<file path="src/design/wwbf_pkg.sv">
// Shared types, constants and helper functions for the word wrap break finder.
// No dependencies; every other design file imports this package.
package wwbf_pkg;

    // Widths of the running state and of the item fields
    localparam int INDEX_BITS    = 16;
    localparam int POS_BITS      = 16;
    localparam int WIDTH_BITS    = 16;
    localparam int CHAR_BITS     = 8;
    localparam int GLYPH_BITS    = 8;

    // Configuration port
    localparam int CFG_ADDR_BITS = 3;
    localparam int CFG_DATA_BITS = 32;

    // Result queue
    localparam int QDEPTH        = 4;
    localparam int QAW           = $clog2(QDEPTH);
    localparam int QCW           = $clog2(QDEPTH + 1);

    typedef logic [INDEX_BITS-1:0] t_index;
    typedef logic [POS_BITS-1:0]   t_pos;
    typedef logic [WIDTH_BITS-1:0] t_width;
    typedef logic [CHAR_BITS-1:0]  t_char;
    typedef logic [GLYPH_BITS-1:0] t_glyph;

    // Command codes
    localparam logic CMD_FINISH = 1'b1;

    // Register indexes (address bit 2)
    localparam logic REG_BOX_WIDTH  = 1'b0;
    localparam logic REG_FONT_READY = 1'b1;

    localparam t_width BOX_WIDTH_RST  = t_width'(256);
    localparam logic   FONT_READY_RST = 1'b1;

    localparam t_char NL_CODE = 8'h0A;

    // Configuration seen by the datapath
    typedef struct packed {
        t_width box_width;
        logic   font_ready;
    } t_cfg;

    // One result item
    typedef struct packed {
        t_pos line_start;
        logic is_end;
        logic last;
    } t_res;

    // Results produced by one accepted item (0, 1 or 2)
    typedef struct packed {
        logic [1:0] cnt;
        t_res       first;
        t_res       second;
    } t_push;

    // Space and punctuation where a line may break
    function automatic logic is_break_char(input t_char c);
        logic hit;
        case (c) inside
            8'h20, 8'h2C, 8'h2E, 8'h2D, 8'h3A, 8'h3B,
            8'h3F, 8'h21, 8'h2B, 8'h3D, 8'h2F, 8'h5C: hit = 1'b1;
            default:                                  hit = 1'b0;
        endcase
        return hit;
    endfunction

    // Width plus glyph plus one pixel of spacing, saturating
    function automatic t_width sat_add(input t_width a, input t_glyph g);
        logic [WIDTH_BITS:0] s;
        s = (WIDTH_BITS+1)'(a) + (WIDTH_BITS+1)'(g) + (WIDTH_BITS+1)'(1);
        return s[WIDTH_BITS] ? '1 : s[WIDTH_BITS-1:0];
    endfunction

    // Character index as it appears on the result port
    function automatic t_pos idx_to_pos(input t_index i);
        return t_pos'(i);
    endfunction

endpackage

</file>
<file path="src/design/wwbf_cfg.sv">
// APB-style configuration registers: box width and font ready flag.
// Depends on wwbf_pkg.
module wwbf_cfg (
    input  logic                               i_clk,
    input  logic                               i_rst_n,
    input  logic                               psel,
    input  logic                               penable,
    input  logic                               pwrite,
    input  logic [wwbf_pkg::CFG_ADDR_BITS-1:0] paddr,
    input  logic [wwbf_pkg::CFG_DATA_BITS-1:0] pwdata,
    output logic [wwbf_pkg::CFG_DATA_BITS-1:0] prdata,
    output logic                               pready,
    output wwbf_pkg::t_cfg                     o_cfg
);
    import wwbf_pkg::*;

    t_width r_box_width;
    logic   r_font_ready;
    logic   reg_idx;
    logic   wr_en;

    assign pready  = 1'b1;
    assign reg_idx = paddr[CFG_ADDR_BITS-1];
    assign wr_en   = psel & penable & pwrite;

    // Register writes
    always_ff @(posedge i_clk) begin
        if (!i_rst_n) begin
            r_box_width  <= BOX_WIDTH_RST;
            r_font_ready <= FONT_READY_RST;
        end else if (wr_en) begin
            unique case (reg_idx)
                REG_BOX_WIDTH:  r_box_width  <= pwdata[WIDTH_BITS-1:0];
                REG_FONT_READY: r_font_ready <= pwdata[0];
                default:        r_box_width  <= r_box_width;
            endcase
        end
    end

    // Read mux
    always_comb begin
        unique case (reg_idx)
            REG_BOX_WIDTH:  prdata = CFG_DATA_BITS'(r_box_width);
            REG_FONT_READY: prdata = CFG_DATA_BITS'(r_font_ready);
            default:        prdata = '0;
        endcase
    end

    assign o_cfg.box_width  = r_box_width;
    assign o_cfg.font_ready = r_font_ready;

endmodule

</file>
<file path="src/design/wwbf_core.sv">
// Running text state and the combinational break decision for each accepted item.
// Depends on wwbf_pkg; results leave through a t_push to the result queue.
module wwbf_core (
    input  logic                         i_clk,
    input  logic                         i_rst_n,
    input  wwbf_pkg::t_cfg               i_cfg,
    input  logic                         i_accept,
    input  logic                         i_cmd,
    input  logic [wwbf_pkg::CHAR_BITS-1:0]  i_char_code,
    input  logic                         i_glyph_supported,
    input  logic [wwbf_pkg::GLYPH_BITS-1:0] i_glyph_width,
    output wwbf_pkg::t_push              o_push
);
    import wwbf_pkg::*;

    t_index r_char_index,   n_char_index;
    t_width r_line_width,   n_line_width;
    t_width r_word_width,   n_word_width;
    t_index r_break_index,  n_break_index;
    t_index r_last_emitted, n_last_emitted;
    logic   r_text_started, n_text_started;

    logic   emit0;
    logic   main_v;
    t_pos   main_pos;
    logic   main_end;
    t_index ci_inc;
    t_width lw_add;
    t_width ww_add;

    assign ci_inc = (r_char_index != '1) ? r_char_index + t_index'(1) : r_char_index;
    assign lw_add = sat_add(r_line_width, i_glyph_width);
    assign ww_add = sat_add(r_word_width, i_glyph_width);
    assign emit0  = i_cfg.font_ready & ~r_text_started;

    // Next state and the main result of this item
    always_comb begin
        n_char_index   = r_char_index;
        n_line_width   = r_line_width;
        n_word_width   = r_word_width;
        n_break_index  = r_break_index;
        n_last_emitted = r_last_emitted;
        n_text_started = r_text_started;
        main_v         = 1'b0;
        main_pos       = '0;
        main_end       = 1'b0;

        if (!i_cfg.font_ready) begin
            // font invalid: finish still closes the text, nothing is emitted
            if (i_cmd == CMD_FINISH) begin
                n_char_index   = '0;
                n_line_width   = '0;
                n_word_width   = '0;
                n_break_index  = '0;
                n_last_emitted = '0;
                n_text_started = 1'b0;
            end
        end else begin
            n_text_started = 1'b1;
            if (emit0) begin
                n_last_emitted = '0;
            end
            if (i_cmd == CMD_FINISH) begin
                main_v         = 1'b1;
                main_pos       = idx_to_pos(r_char_index);
                main_end       = 1'b1;
                n_char_index   = '0;
                n_line_width   = '0;
                n_word_width   = '0;
                n_break_index  = '0;
                n_last_emitted = '0;
                n_text_started = 1'b0;
            end else begin
                n_char_index = ci_inc;
                if (i_glyph_supported) begin
                    n_line_width = lw_add;
                    n_word_width = ww_add;
                end
                if (i_char_code == NL_CODE) begin
                    // forced line start right after the newline
                    main_v         = 1'b1;
                    main_pos       = idx_to_pos(ci_inc);
                    n_last_emitted = ci_inc;
                    n_line_width   = '0;
                    n_word_width   = '0;
                    n_break_index  = ci_inc;
                end else if (is_break_char(i_char_code)) begin
                    n_break_index = ci_inc;
                    n_word_width  = '0;
                end
                // overflow: break at the last break point, carry the word over
                if (n_line_width >= i_cfg.box_width) begin
                    if (n_break_index != n_last_emitted) begin
                        main_v         = 1'b1;
                        main_pos       = idx_to_pos(n_break_index);
                        n_last_emitted = n_break_index;
                    end
                    n_line_width = n_word_width;
                end
            end
        end
    end

    // State registers
    always_ff @(posedge i_clk) begin
        if (!i_rst_n) begin
            r_char_index   <= '0;
            r_line_width   <= '0;
            r_word_width   <= '0;
            r_break_index  <= '0;
            r_last_emitted <= '0;
            r_text_started <= 1'b0;
        end else if (i_accept) begin
            r_char_index   <= n_char_index;
            r_line_width   <= n_line_width;
            r_word_width   <= n_word_width;
            r_break_index  <= n_break_index;
            r_last_emitted <= n_last_emitted;
            r_text_started <= n_text_started;
        end
    end

    // Pack results: leading zero position first, then the main result
    always_comb begin
        o_push.cnt = i_accept ? (2'(emit0) + 2'(main_v)) : 2'd0;
        if (emit0) begin
            o_push.first.line_start = '0;
            o_push.first.is_end     = 1'b0;
            o_push.first.last       = ~main_v;
        end else begin
            o_push.first.line_start = main_pos;
            o_push.first.is_end     = main_end;
            o_push.first.last       = 1'b1;
        end
        o_push.second.line_start = main_pos;
        o_push.second.is_end     = main_end;
        o_push.second.last       = 1'b1;
    end

`ifndef NO_ASSERTIONS
    a_font_off_silent: assert property (@(posedge i_clk) disable iff (!i_rst_n)
        !i_cfg.font_ready |-> o_push.cnt == 2'd0)
        else $error("results produced while font is not ready");

    a_finish_closes: assert property (@(posedge i_clk) disable iff (!i_rst_n)
        (i_accept && i_cmd == CMD_FINISH) |=> !r_text_started)
        else $error("text still open after a finish");

    a_single_is_last: assert property (@(posedge i_clk) disable iff (!i_rst_n)
        o_push.cnt == 2'd1 |-> o_push.first.last)
        else $error("lone result not marked last of run");
`endif

endmodule

</file>
<file path="src/design/wwbf_outq.sv">
// Small result queue: takes up to two results per cycle, delivers one.
// Depends on wwbf_pkg.
module wwbf_outq (
    input  logic            i_clk,
    input  logic            i_rst_n,
    input  wwbf_pkg::t_push i_push,
    input  logic            i_pop,
    output logic            o_valid,
    output logic            o_room,
    output wwbf_pkg::t_res  o_head
);
    import wwbf_pkg::*;

    t_res           r_mem [QDEPTH];
    logic [QAW-1:0] r_wr;
    logic [QAW-1:0] r_rd;
    logic [QCW-1:0] r_count;
    logic [QAW-1:0] wr_nxt;

    assign wr_nxt  = r_wr + QAW'(1);
    assign o_valid = (r_count != '0);
    assign o_room  = (r_count <= QCW'(QDEPTH - 2));
    assign o_head  = r_mem[r_rd];

    // Entry storage
    always_ff @(posedge i_clk) begin
        if (i_push.cnt != 2'd0) begin
            r_mem[r_wr] <= i_push.first;
        end
        if (i_push.cnt == 2'd2) begin
            r_mem[wr_nxt] <= i_push.second;
        end
    end

    // Pointers and fill count
    always_ff @(posedge i_clk) begin
        if (!i_rst_n) begin
            r_wr    <= '0;
            r_rd    <= '0;
            r_count <= '0;
        end else begin
            r_wr    <= r_wr + QAW'(i_push.cnt);
            r_rd    <= r_rd + QAW'(i_pop);
            r_count <= r_count + QCW'(i_push.cnt) - QCW'(i_pop);
        end
    end

`ifndef NO_ASSERTIONS
    a_count_bound: assert property (@(posedge i_clk) disable iff (!i_rst_n)
        r_count <= QCW'(QDEPTH))
        else $error("result queue count beyond depth");

    a_push_has_room: assert property (@(posedge i_clk) disable iff (!i_rst_n)
        i_push.cnt != 2'd0 |-> o_room)
        else $error("results pushed without room");

    a_pop_drains: assert property (@(posedge i_clk) disable iff (!i_rst_n)
        (i_pop && i_push.cnt == 2'd0) |=> r_count == $past(r_count) - QCW'(1))
        else $error("pop did not reduce queue count");
`endif

endmodule

</file>
<file path="src/design/word_wrap_break_finder.sv">
// Top level of the word wrap break finder: configuration, break logic, result queue.
// Depends on wwbf_pkg, wwbf_cfg, wwbf_core and wwbf_outq.
//
// Takes one text character (or finish command) per cycle and returns the character
// indices where display lines start. Each item is decided in the cycle it is
// accepted; its results (none, one or two) go into a four-entry result queue and
// appear on the output in order, one per cycle while the output is not stalled, the
// first no earlier than the cycle after the transfer. The input is stalled while
// more than two results wait in the queue, so the sustained rate is one item per
// cycle as long as results leave one per cycle and most items yield at most one
// result; the first item of a text yields two when it is a finish or a newline
// or triggers an overflow break. There is no clearing pass after reset.
module word_wrap_break_finder (
    input  logic                               i_clk,
    input  logic                               i_rst_n,
    // configuration
    input  logic                               psel,
    input  logic                               penable,
    input  logic                               pwrite,
    input  logic [wwbf_pkg::CFG_ADDR_BITS-1:0] paddr,
    input  logic [wwbf_pkg::CFG_DATA_BITS-1:0] pwdata,
    output logic [wwbf_pkg::CFG_DATA_BITS-1:0] prdata,
    output logic                               pready,
    // character input
    input  logic                               i_in_valid,
    output logic                               o_in_stall,
    input  logic                               i_cmd,
    input  logic [wwbf_pkg::CHAR_BITS-1:0]     i_char_code,
    input  logic                               i_glyph_supported,
    input  logic [wwbf_pkg::GLYPH_BITS-1:0]    i_glyph_width,
    // line start output
    output logic                               o_out_valid,
    input  logic                               i_out_stall,
    output logic [wwbf_pkg::POS_BITS-1:0]      o_line_start,
    output logic                               o_is_end,
    output logic                               o_last_of_run
);
    import wwbf_pkg::*;

    t_cfg  cfg;
    t_push push;
    t_res  head;
    logic  in_xfer;
    logic  out_xfer;
    logic  room;

    assign o_in_stall = ~room;
    assign in_xfer    = i_in_valid & room;
    assign out_xfer   = o_out_valid & ~i_out_stall;

    wwbf_cfg u_cfg (
        .i_clk   (i_clk),
        .i_rst_n (i_rst_n),
        .psel    (psel),
        .penable (penable),
        .pwrite  (pwrite),
        .paddr   (paddr),
        .pwdata  (pwdata),
        .prdata  (prdata),
        .pready  (pready),
        .o_cfg   (cfg)
    );

    wwbf_core u_core (
        .i_clk             (i_clk),
        .i_rst_n           (i_rst_n),
        .i_cfg             (cfg),
        .i_accept          (in_xfer),
        .i_cmd             (i_cmd),
        .i_char_code       (i_char_code),
        .i_glyph_supported (i_glyph_supported),
        .i_glyph_width     (i_glyph_width),
        .o_push            (push)
    );

    wwbf_outq u_outq (
        .i_clk   (i_clk),
        .i_rst_n (i_rst_n),
        .i_push  (push),
        .i_pop   (out_xfer),
        .o_valid (o_out_valid),
        .o_room  (room),
        .o_head  (head)
    );

    assign o_line_start  = head.line_start;
    assign o_is_end      = head.is_end;
    assign o_last_of_run = head.last;

endmodule
</file>
<file path="config.mk">
export PLATFORM = sky130hd
export DESIGN_NAME = word_wrap_break_finder
export DESIGN_NICKNAME = d
export VERILOG_FILES = /design/src/design/wwbf_pkg.sv /design/src/design/wwbf_cfg.sv /design/src/design/wwbf_core.sv /design/src/design/wwbf_outq.sv /design/src/design/word_wrap_break_finder.sv
export SDC_FILE = /design/constraint.sdc
export NUM_CORES = 1
export LEC_CHECK = 0
export BUFFER_PORTS_ARGS = -buffer_cell sky130_fd_sc_hd__buf_4
export CAP_MARGIN = 30
export CELL_PAD_IN_SITES_DETAIL_PLACEMENT = 0
export CELL_PAD_IN_SITES_GLOBAL_PLACEMENT = 1
export CORE_MARGIN = 2
export CORE_UTILIZATION = 25
export CTS_CLUSTER_SIZE = 8
export DETAILED_ROUTE_END_ITERATION = 10
export GPL_TIMING_DRIVEN = 0
export PLACE_DENSITY_LB_ADDON = 0.3
export SYNTH_ARGS = -nofsm -noshare
export SYNTH_HDL_FRONTEND = slang
export SYNTH_HIERARCHICAL = 1
export SYNTH_SLANG_ARGS = --single-unit
</file>
<file path="constraint.sdc">
create_clock -name i_clk -period 17.5 [get_ports i_clk]
set_input_delay 0 -clock i_clk [delete_from_list [all_inputs] [get_ports i_clk]]
set_output_delay 0 -clock i_clk [all_outputs]
set_load 0.01 [all_outputs]
</file>
==> flow_metrics.py, run 1 <==
metrics = {
    "cells_and_area": {
        "drive_above_1_share": 0.217,
        "fin_nets": 1496,
        "syn_to_final_growth_pct": 18.8,
        "stdcell_count": 2014,
        "antenna_cells": 0,
    },
    "worst_setup_path": {
        "slowest_stage": "a21o_1",
        "worst_path_most_repeated_cell": "a21o_1",
        "reg2reg_from": "u_core/r_line_width[0]",
        "reg2reg_setup_slack_ns": 9.93,
        "r2r_end": "u_outq/r_mem[2][12]",
        "crit_type": "reg2reg",
        "worstSetupStartpointType": "flop",
        "critPathArrivalTime_ns": 7.66,
        "timing.critical_path.to_type": "flop",
        "rr_worst_depth": 30,
        "cpPeakStageDelay_ns": 0.71,
        "crit_fanout": 18,
        "required_ns": 17.59,
    },
    "yosys": {
        "synth.mux.area_fraction": 0.147,
        "async_flop_share": 0,
        "syn_area_per_cell_um2": 9.41,
        "synth_compound_area_frac": 0.181,
        "synth_xor_area_frac": 0.0277,
        "synthAdderAreaFrac": 0.0461,
        "synth_seq_cells": 177,
        "synth_flop_cell": "dfxtp_1",
        "yosysSeqAreaShare": 0.359,
        "synth_edf_count": 72,
        "synth_top_family_by_area": "compound AO/OA/AOI/OAI gates",
        "yosys.area_share.simple": 0.174,
        "netlist_instances": 1263,
        "synth_cell_types": 95,
        "syn_area_um2": 11900,
        "yosys_warnings": 6,
    },
    "outcome": {
        "outcome": "completed",
    },
    "floorplanning": {
        "die_x_um": 222,
        "ios": 113,
        "core-area_um2": 46800,
        "start_util": 0.254,
        "rows": 79,
        "die_h_um": 222,
        "dieArea_um2": 49300,
    },
    "clocking": {
        "postCtsSetupRepairBufs": 0,
        "clock_latency_ns": 0.46,
        "cts_buffer_depth": 2,
        "clockRootBuffer": "clkbuf_16",
        "clk_pin_slew_ns": 0.08,
        "cts.repair.resized": 0,
        "cts_tree": "built",
        "cts_sinks": 177,
        "cts_buffers": 17,
        "cts_max_level": 4,
    },
    "worst_hold_path": {
        "min_path_type": "in2reg",
        "holdPathStages": 4,
        "min_from": "i_out_stall",
        "holdPathEnd": "u_outq/r_rd[0]",
    },
    "placed_design": {
        "buffer_ports.inserted": 76,
        "place_congestion": 0.860,
        "place_inst": 1964,
        "dp_hpwl_um": 28700,
    },
    "sta": {
        "rsz0062_at_grt": "false",
        "fin_worst_skew_ns": 0.0112,
        "period_share": 0.433,
        "tightest_slew_ns": 0.977,
        "min_period_ns": 7.57,
        "max_slew_margin": 0.346,
        "tns_ns": 0,
        "max_freq_mhz": 132,
        "setup_viol": 0,
        "drv_slew": 0,
        "hold_viol": 0,
    },
    "routing": {
        "ant_nets": 0,
        "detail_route.first_pass.iterations": 5,
        "wl_per_cell_um": 19.1,
        "drtIter0Drc": 657,
        "drc": 0,
        "viasPerCell": 4.95,
        "totalWireLength_um": 38400,
        "vias": 9979,
    },
    "power": {
        "p_leak_nw": 5.36,
        "power.density_nw_per_um2": 85.9,
        "ir_drop_mv": 0.0629,
    },
    "grt": {
        "antenna_found_initial": 0,
        "grt_pass1_wl_um": 58900,
        "grt_max_degree": 20,
        "grt_pass1_vias": 9785,
        "grt_overflow": 0,
        "grt_use_total": 0.156,
    },
    "job": {
        "maxCapViolations": 0,
    },
}
-- report_power, final --
group          switching (mW)  internal [mW]  total [mW]
Clock                   0.199          0.206       0.405
Combinational           0.181          0.146       0.328
Sequential             0.0130          0.467       0.480
Total                   0.393          0.820        1.21
-- layout by cell type (no fill, tap or decap), drive strengths merged, types with 13 or more instances in the layout --
| cell | instances |
|---|---|
| a21oi | 63 |
| a22oi | 22 |
| and2 | 30 |
| and3 | 18 |
| buf | 133 |
| clkbuf | 63 |
| conb | 18 |
| dfxtp | 105 |
| dlygate4sd3 | 18 |
| edfxtp | 72 |
| ha | 39 |
| inv | 65 |
| mux2 | 78 |
| mux2i | 41 |
| mux4 | 18 |
| nand2 | 139 |
| nand3 | 20 |
| nor2 | 111 |
| nor2b | 24 |
| nor3 | 19 |
| o21ai | 59 |
| o221ai | 24 |
| o22ai | 13 |
| o31ai | 15 |
| xnor2 | 18 |
-- stage by stage --
stage	hold slack [ns]	util	setup slack [ns]	area (um2)	total power, mW
after global placement	0.268	0.284	8.85	13300	0.812
after CTS	0.0244	0.302	9.87	14100	1.23
final	0.0463	0.302	9.93	14100	1.21
after detailed placement	0.270	0.285	9.93	13300	0.820
after floorplan	0.122	-	11.08	11900	0.693
after global routing	0.0854	0.302	9.46	14100	1.28
-- cell families (layout without fill, tap and decap cells) --
| family | count (synthesis) | in the layout |
|---|---|---|
| and+or+nand+nor | 415 | 415 |
| buffers and inverters | 156 | 285 |
| DFF | 177 | 177 |
| muxes | 137 | 137 |
| other | 3 | 18 |
| adders and majority gates | 42 | 42 |
| AOI/OAI and AO/OA | 301 | 301 |
| xor gates and xnor gates | 32 | 32 |
-- flip-flops by register name, summed over array words and instances (netlist names) --
name,count
u_cfg/r_font_ready,1
u_core/r_text_started,1
u_outq/r_count,3
u_core/r_line_width,16
u_core/r_last_emitted,16
u_cfg/r_box_width,16
u_core/r_word_width,16
u_outq/r_mem,72
u_core/r_break_index,16
u_outq/r_rd,2
u_core/r_char_index,16
u_outq/r_wr,2
-- per-layer routing --
metal | track usage | up-vias | share of wire
met2 | 0.259 | 209 | 0.48
met5 | 0 | - | 0
li1 | - | 4886 | -
met4 | 0.0582 | 0 | 0.028
met1 | 0.203 | 4838 | 0.46
met3 | 0.0261 | 46 | 0.037
-- synth_stat cells, types with 24 or more instances --
cell,n,area share
a21oi_1,60,0.025
and2_1,30,0.016
buf_4,27,0.017
clkbuf_1,46,0.015
dfxtp_1,105,0.18
edfxtp_1,72,0.18
ha_1,39,0.041
inv_1,55,0.017
mux2_2,68,0.064
mux2i_1,40,0.034
nand2_1,138,0.044
nor2_1,108,0.034
o21ai_0,53,0.022
o221ai_1,24,0.018
-- critical path, delay by kind of cell (launching register included) --
kind                       cells  cell delay, ns
adders and majority gates      4            1.20
buffers and inverters          5            0.85
DFF                            1            0.32
and+or+nand+nor                5            1.03
AOI/OAI and AO/OA             16            3.80
-- how the worst max path moves through the flow --
stage / start / endpoint / slack (ns) / cells past startpoint
2_1_floorplan: u_core/r_line_width[0] / u_outq/r_mem[0][0] / 11.08 / 28
3_3_place_gp: u_core/r_line_width[0] / u_outq/r_mem[0][14] / 8.85 / 28
3_5_place_dp: u_core/r_line_width[0] / u_outq/r_mem[2][14] / 9.93 / 30
4_1_cts: u_core/r_line_width[0] / u_outq/r_mem[2][6] / 9.87 / 30
5_1_grt: u_core/r_line_width[0] / u_outq/r_mem[2][12] / 9.46 / 30
6_report: u_core/r_line_width[0] / u_outq/r_mem[2][12] / 9.93 / 30
-- timing repair --
| item | CTS | global route |
|---|---|---|
| endpoints found under the hold margin | 29 | 0 |
| hold buffers | 18 | 0 |
| endpoints found under the setup margin | 0 | 0 |
-- layout make-up --
type                    instances  area, um2
plain buffers                 100        557
inverters                      56        210
repair buffers                 97        796
multi-input cells             945       6930
clock inverters                15        179
clock buffers                  17        425
well taps                     607        759
fillers                      4923      32600
flip-flops and latches        177       4260
No activity file was read; power rests on OpenSTA's default activity.
==> inputs of run 2 (changes only) <==
==> constraint.sdc (replaced) <==
create_clock -name i_clk -period 7.05 [get_ports i_clk]
set_input_delay 0 -clock i_clk [delete_from_list [all_inputs] [get_ports i_clk]]
set_output_delay 0 -clock i_clk [all_outputs]
set_load 0.01 [all_outputs]
==> run 2 against run 1 <==
- worst hold slack about the same
- die area unchanged
- highest routed layer unchanged
- combinational power rose to 2.5 times the previous value
- non-clock buffer count up 6
- sequential cell count unchanged
- worst setup slack worse by 9.6 ns
- total power rose to 2.5 times the previous value
- utilization up 0.22 points
- final area up 0.74%
- critical path depth down 1
- critical path type unchanged
- cell count up 0.35%
==> flow_metrics.py, run 2 (synthesis gave the netlist of run 1 again) <==
metrics = {
    "outcome": {
        "outcome": "completed",
    },
    "routing": {
        "totalWireLength_um": 38900,
        "wl_per_cell_um": 19.3,
        "drc": 0,
        "vias": 10019,
        "detail_route.first_pass.iterations": 6,
        "drtIter0Drc": 538,
        "ant_nets": 0,
        "viasPerCell": 4.96,
    },
    "placed_design": {
        "dpl_worst_slack_ns": -0.522,
        "buffer_ports.inserted": 76,
        "placed_area_um2": 13300,
        "dp_hpwl_um": 28700,
        "place_congestion": 0.860,
    },
    "job": {
        "maxCapViolations": 0,
    },
    "power": {
        "clkPwrFrac": 0.332,
        "p_leak_nw": 5.41,
        "power.density_nw_per_um2": 213,
        "p_sw_frac": 0.326,
        "seqPwrFrac": 0.393,
        "ir_drop_mv": 0.157,
        "p_int_mw": 2.05,
        "netSwitchingPower_mw": 0.989,
        "pwr-share-comb": 0.275,
    },
    "clocking": {
        "cts_buffer_depth": 2,
        "cts_max_level": 4,
        "cts_tree": "built",
        "cts_buffers": 17,
        "clockRootBuffer": "clkbuf_16",
        "cts_sinks": 177,
        "clk_pin_slew_ns": 0.08,
        "clock_latency_ns": 0.46,
    },
    "cells_and_area": {
        "mostFrequentLayoutCell": "nand2_1",
        "top_register": "u_outq/r_mem",
        "fin_nets": 1503,
        "final_area_um2": 14200,
        "drive_above_1_share": 0.225,
        "antenna_cells": 0,
        "syn_to_final_growth_pct": 19.7,
        "most-common-layout-cells": "138 x nand2_1, 109 x buf_4, 107 x nor2_1",
        "largest_reg_flops": 72,
    },
    "worst_setup_path": {
        "crit_fanout": 10,
        "required_ns": 7.26,
        "crit_type": "reg2reg",
        "slowest_stage": "fa_1",
        "critPathArrivalTime_ns": 6.90,
        "cpPeakStageDelay_ns": 0.40,
        "timing.critical_path.to_type": "flop",
        "worstSetupStartpointType": "flop",
    },
    "grt": {
        "grt_max_degree": 20,
        "grt_pass1_wl_um": 58900,
        "grt_pass1_vias": 9790,
        "grt_use_total": 0.156,
        "grt_overflow": 0,
        "antenna_found_initial": 0,
    },
    "sta": {
        "rsz0062_at_grt": "false",
        "tightest_slew_ns": 0.969,
        "layout_setup_ws_ns": 0.359,
        "period_share": 0.949,
        "max_freq_mhz": 149,
        "holdWs_ns": 0.0461,
        "min_period_ns": 6.69,
        "drv_slew": 0,
        "tns_ns": 0,
        "fin_worst_skew_ns": 0.0105,
        "hold_viol": 0,
        "setup_viol": 0,
        "max_slew_margin": 0.352,
    },
    "floorplanning": {
        "start_util": 0.254,
        "die_h_um": 222,
        "die_x_um": 222,
        "core-area_um2": 46800,
        "dieArea_um2": 49300,
        "ios": 113,
        "rows": 79,
    },
    "worst_hold_path": {
        "min_path_type": "in2reg",
    },
}
## run 2: area by class of cell
cell class / instances / area (um2)
Clock inverter: 15 / 179
Tap cell: 607 / 759
Sequential cell: 177 / 4260
Fill cell: 4921 / 32500
Timing Repair Buffer: 103 / 841
Multi-Input combinational cell: 946 / 6980
Inverter: 56 / 210
Buffer: 100 / 571
Clock buffer: 17 / 425
## run 2: power groups by stage
stage	sequential (mW)	clock, mW	combinational (mW)
after floorplan	1.21	0	0.513
after global placement	1.22	0	0.798
after detailed placement	1.22	0	0.818
after CTS	1.19	1.04	0.831
after global routing	1.20	1.08	0.908
final	1.19	1.01	0.835
## run 2: per-stage QoR
stage	total power [mW]	std cells	util
4_1_cts	3.06	2014	0.303
3_5_place_dp	2.03	1964	0.285
6_report	3.04	2021	0.304
5_1_grt	3.19	2021	0.304
2_1_floorplan	1.72	1278	-
3_3_place_gp	2.01	1961	0.284
## run 2: per-layer routing
layer  wire length [um]  track usage  part of all wire  up-vias
met4               1100       0.0582             0.028        0
met5                  0            0                 0        -
li1                   -            -                 -     4906
met1              17700        0.202              0.45     4841
met2              18600        0.260              0.48      225
met3               1530       0.0261             0.039       47
## run 2: critical path, delay by kind of cell, from the launching register on
| family | cells | cell delay (ns) |
|---|---|---|
| adders and majority gates | 4 | 1.06 |
| muxes | 1 | 0.36 |
| DFF | 1 | 0.33 |
| AOI/OAI and AO/OA | 9 | 2.01 |
| buffers and inverters | 5 | 0.75 |
| and+or+nand+nor | 10 | 1.94 |
## run 2: final timing paths
check | start | end | slack (ns) | cells after the start
worst min-delay path | i_out_stall | u_outq/r_rd[0] | 0.05 | 4
worst max-delay path | u_core/r_line_width[0] | u_outq/r_mem[3][7] | 0.36 | 29
worst min register to register | u_core/r_line_width[11] | u_core/r_line_width[11] | 0.45 | 2
worst max register to register | u_core/r_line_width[0] | u_outq/r_mem[3][7] | 0.36 | 29
## run 2: timing repair
action,4_1_cts,5_1_grt
resized for setup,5,9
pin swaps,0,2
hold buffers,18,0
endpoints found under the hold margin,29,0
cloned,0,1
setup endpoints to repair,58,99
buffers inserted,0,6
